## config.mk

```make
export PLATFORM = sky130hd
export DESIGN_NAME = afc_plane_regs
export DESIGN_NICKNAME = d
export VERILOG_FILES = /design/src/hw/rtl/afc_pkg.sv /design/src/hw/rtl/afc_plane_regs.sv
export SDC_FILE = /design/constraint.sdc
export NUM_CORES = 1
export LEC_CHECK = 0
export ABC_AREA = 0
export BUFFER_PORTS_ARGS = -buffer_cell sky130_fd_sc_hd__buf_4
export CAP_MARGIN = 20
export CORE_UTILIZATION = 45
export CTS_CLUSTER_DIAMETER = 150
export DETAILED_ROUTE_END_ITERATION = 8
export PLACE_DENSITY = 0.78
export REMOVE_ABC_BUFFERS = 1
export SYNTH_ARGS = -nofsm -noshare
export SYNTH_HDL_FRONTEND = slang
export SYNTH_SLANG_ARGS = --single-unit
```

## constraint.sdc

```tcl
create_clock -name aclk -period 0.9 [get_ports aclk]
set_input_delay 0.09 -clock aclk [delete_from_list [all_inputs] [get_ports aclk]]
set_output_delay 0.09 -clock aclk [all_outputs]
set_load 0.005 [all_outputs]
```

## src/hw/rtl/afc_pkg.sv

```systemverilog
// ----------------------------------------------------------------------------
// afc_pkg
// Shared types and constants for the AABB frustum cull block.
// ----------------------------------------------------------------------------
package afc_pkg;

    localparam int COORD_WIDTH_DEF = 16;
    localparam int COEF_WIDTH      = 16;
    localparam int NUM_PLANES      = 6;
    localparam int CFG_IDX_WIDTH   = 3;
    localparam int CFG_DATA_WIDTH  = 4 * COEF_WIDTH;
    localparam int LOC_WIDTH       = 2;

    typedef enum logic [CFG_IDX_WIDTH-1:0] {
        REG_PLANE_RIGHT  = 3'd0,
        REG_PLANE_LEFT   = 3'd1,
        REG_PLANE_BOTTOM = 3'd2,
        REG_PLANE_TOP    = 3'd3,
        REG_PLANE_FAR    = 3'd4,
        REG_PLANE_NEAR   = 3'd5
    } plane_index_t;

    typedef enum logic [LOC_WIDTH-1:0] {
        LOC_OUTSIDE = 2'd0,
        LOC_INSIDE  = 2'd1,
        LOC_PARTIAL = 2'd2
    } location_t;

    // a in the low 16 bits, d in the high 16 bits
    typedef struct packed {
        logic signed [COEF_WIDTH-1:0] d;
        logic signed [COEF_WIDTH-1:0] c;
        logic signed [COEF_WIDTH-1:0] b;
        logic signed [COEF_WIDTH-1:0] a;
    } plane_t;

    typedef struct packed {
        logic no_pos;
        logic all_pos;
    } plane_flags_t;

endpackage

```

## src/hw/rtl/afc_plane_regs.sv

```systemverilog
// ----------------------------------------------------------------------------
// afc_plane_regs
// Configuration storage for the six frustum planes.
// ----------------------------------------------------------------------------
module afc_plane_regs (
    input  logic                                  aclk,
    input  logic                                  aresetn,
    input  logic                                  cfg_valid,
    output logic                                  cfg_ready,
    input  logic [afc_pkg::CFG_IDX_WIDTH-1:0]     cfg_index,
    input  logic [afc_pkg::CFG_DATA_WIDTH-1:0]    cfg_data,
    output afc_pkg::plane_t                       planes [afc_pkg::NUM_PLANES]
);

    afc_pkg::plane_t planes_reg  [afc_pkg::NUM_PLANES];
    afc_pkg::plane_t planes_next [afc_pkg::NUM_PLANES];

    assign cfg_ready = 1'b1;

    always_comb begin
        planes_next = planes_reg;
        if (cfg_valid) begin
            unique case (afc_pkg::plane_index_t'(cfg_index))
                afc_pkg::REG_PLANE_RIGHT:  planes_next[afc_pkg::REG_PLANE_RIGHT]  = cfg_data;
                afc_pkg::REG_PLANE_LEFT:   planes_next[afc_pkg::REG_PLANE_LEFT]   = cfg_data;
                afc_pkg::REG_PLANE_BOTTOM: planes_next[afc_pkg::REG_PLANE_BOTTOM] = cfg_data;
                afc_pkg::REG_PLANE_TOP:    planes_next[afc_pkg::REG_PLANE_TOP]    = cfg_data;
                afc_pkg::REG_PLANE_FAR:    planes_next[afc_pkg::REG_PLANE_FAR]    = cfg_data;
                afc_pkg::REG_PLANE_NEAR:   planes_next[afc_pkg::REG_PLANE_NEAR]   = cfg_data;
                default: begin
                end
            endcase
        end
    end

    always_ff @(posedge aclk) begin
        if (!aresetn) begin
            for (int i = 0; i < afc_pkg::NUM_PLANES; i++) begin
                planes_reg[i] <= '0;
            end
        end else begin
            planes_reg <= planes_next;
        end
    end

    assign planes = planes_reg;

endmodule

```

==> impl_metrics.yaml <==
outcome:
  outcome: "finished with violations"
  failed_checks: "negative setup slack"
routing:
  drt-total-wl_um: 47770
  drtIter0Drc: 501
  vias_per_cell: 5.184
  ant_nets: 0
  dr.pass1.iters: 5
  route.detailed.drc: 0
  avgRoutedWirePerCell_um: 20.31
  num_vias: 12190
yosys:
  synth_top_area_share_pct: 54.81
  avgSynthCellArea_sq_um: 10.66
  synth_mux_area_share_pct: 27.40
  synthesis.area_sq_um: 14030
  ys_seq_area_share_pct: 54.81
  synth.area.top_cells: "dfxtp_1, mux2i_1, nand2_1, buf_6, buf_12"
  yosys_warnings: 0
  synthAdderAreaFrac_pct: 0
  synth.distinct_cells: 13
  yosysTopAreaCell: "dfxtp_1"
  synth-simple-area-share_pct: 12.52
  ys_seq_elements: 384
  synth_xor_area_share_pct: 0
  synth-compound-area-share_pct: 0
  synth_top_family_by_area: "multiplexers"
  syn-instance-count: 1316
critical_path:
  cp.required_ns: 0.81
  crit_family: "flip-flops"
  slowest_delay_ns: 0.36
  cp-end-kind: "output port"
  path_cells: "buf_6"
  cp-start-kind: "flop"
  critPathKind: "reg -> out"
  slowest_stage: "dfxtp_4"
  cp_max_fo: 2
  crit_arrival_ns: 0.99
  path_buf_inv: 1
cts:
  cts_buffer_depth: 3
  cts.sinks: 384
  clockRootBuffer: "clkbuf_16"
  clock_latency_ns: 0.51
  cts_made_buffers: 40
  cts_tree: "yes"
  clkTransAtPathRegs_ns: 0.06
  htreeDepth: 2
global_route:
  overflow: 0
  antenna_found_initial: 1
  grt_pass1_wl_um: 69190
  grt_max_degree: 52
  grt_pass1_vias: 12750
  track_usage_pct: 27.91
floorplanning:
  fp.coreArea_sq_um: 30590
  die_h_um: 178.5
  die_x_um: 178.5
  io_pins: 455
  start_util_pct: 45.85
  die_area_sq_um: 31880
  num_rows: 64
flow_run:
  max_cap_viol_count: 0
final_layout:
  diodes: 0
  syn2layout_area_growth_pct: 59.81
  fill_cells: 1825
  fin_area_sq_um: 22420
  drive_gt1_share_pct: 54.09
  multi_input_area_sq_um: 5653
  largest_reg_flops: 384
  regArea_sq_um: 8175
  instances_no_fill: 2352
  nNetsFinal: 2002
power:
  p_leak_nw: 11.40
  ir_worst_vdd_mv: 1.517
  p_per_area_nw_per_um2: 1655
  p_total_mw: 37.11
placement:
  place_ws_ns: -0.3532
  dp_cells: 2151
  dpl.hpwl_um: 28050
  portBuffers: 453
  gp_congestion: 0.8167
  place_area_sq_um: 18100
timing:
  rsz0062_at_grt: "true"
  max_freq_mhz: 924.7
  worst_slack_ns: -0.1815
  finClkSkew_ns: 0
  finalCriticalPeriod_ns: 1.081
  setup_viol: 385
  tns_ns: -52.72
  slew_violations: 0
  hold_viol: 0
  period_share_pct: 120.2
worst_hold_path:
  hold_path_class: "in -> reg"
## cell usage after synthesis
library cell    n
buf_12          7
buf_2          16
conb_1          1
nand2_1       448
nand4bb_1       3
buf_4           7
buf_1           3
mux2i_1       384
nor4b_4         1
clkbuf_1       30
nand4b_1        2
dfxtp_1       384
buf_6          30
## worst paths after layout
path            endpoint  depth (start not counted)    startpoint  slack [ns]
max           planes[93]                          1    planes[93]       -0.18
min          planes[222]                          3  cfg_data[30]        0.02
max reg2reg  planes[178]                          3   planes[178]        0.01
min reg2reg  planes[332]                          2   planes[332]        0.46
## worst reg2reg max path, stage by stage, from the launching register on
cell and delay [ns]:
dfxtp_2 0.35, buf_4 0.11, nand2_1 0.05, mux2i_1 0.27
## power by group
part / total [mW] / switching (mW) / leakage, nW / internal (mW)
logic: 3.22 / 1.50 / 7.49 / 1.72
clock network: 16.1 / 6.60 / 0.611 / 9.55
registers: 17.7 / 0.297 / 3.30 / 17.4
## layer usage
metal | up-vias | track usage (%) | wire (um)
met2 | 556 | 49.79 | 24080
met1 | 5894 | 29.14 | 17200
met3 | 170 | 7.950 | 3730
met4 | 2 | 16.03 | 2737
met5 | - | 0 | 13
li1 | 5570 | - | -
## per-stage QoR
stage	util (%)	hold slack, ns
after global routing	73.28	0.01924
final	73.28	0.01665
after CTS	71.78	0.0001434
after floorplan	-	0.2358
after global placement	59.17	0.4421
after detailed placement	59.17	0.4491
## cells in the final DEF (no fill, tap or decap)
master,count
nand4bb_4,3
clkbuf_8,4
inv_8,1
dlygate4sd3_1,49
dfxtp_2,381
conb_1,1
dfxtp_4,3
buf_12,21
mux2i_1,384
buf_6,384
clkinv_2,3
buf_4,212
buf_8,1
nor4b_4,1
nand2_1,448
clkbuf_16,41
nand4b_1,2
bufinv_16,3
clkbuf_1,14
## cell type report
type / count / share of cell area [%]
clock buffers: 59 / 5.057
clock inverters: 7 / 0.5191
multi-input cells: 839 / 25.22
flip-flops and latches: 384 / 36.47
well taps: 396 / 2.210
repair buffers: 667 / 30.52
## logic make-up (layout without fill, tap and decap cells)
| family | after synthesis | count (layout) |
|---|---|---|
| buffers and inverters | 93 | 733 |
| flip-flops | 384 | 384 |
| multiplexers | 384 | 384 |
| other | 1 | 1 |
| AND/OR/NAND/NOR | 454 | 454 |
## repair_timing
action / in CTS / in global routing
setup buffers: 27 / 59
endpoints found under the setup margin: 384 / 384
gates resized for setup: 769 / 2
endpoints found under the hold margin: 235 / 1
hold buffers: 48 / 1
No activity file was read; power rests on OpenSTA's default activity.
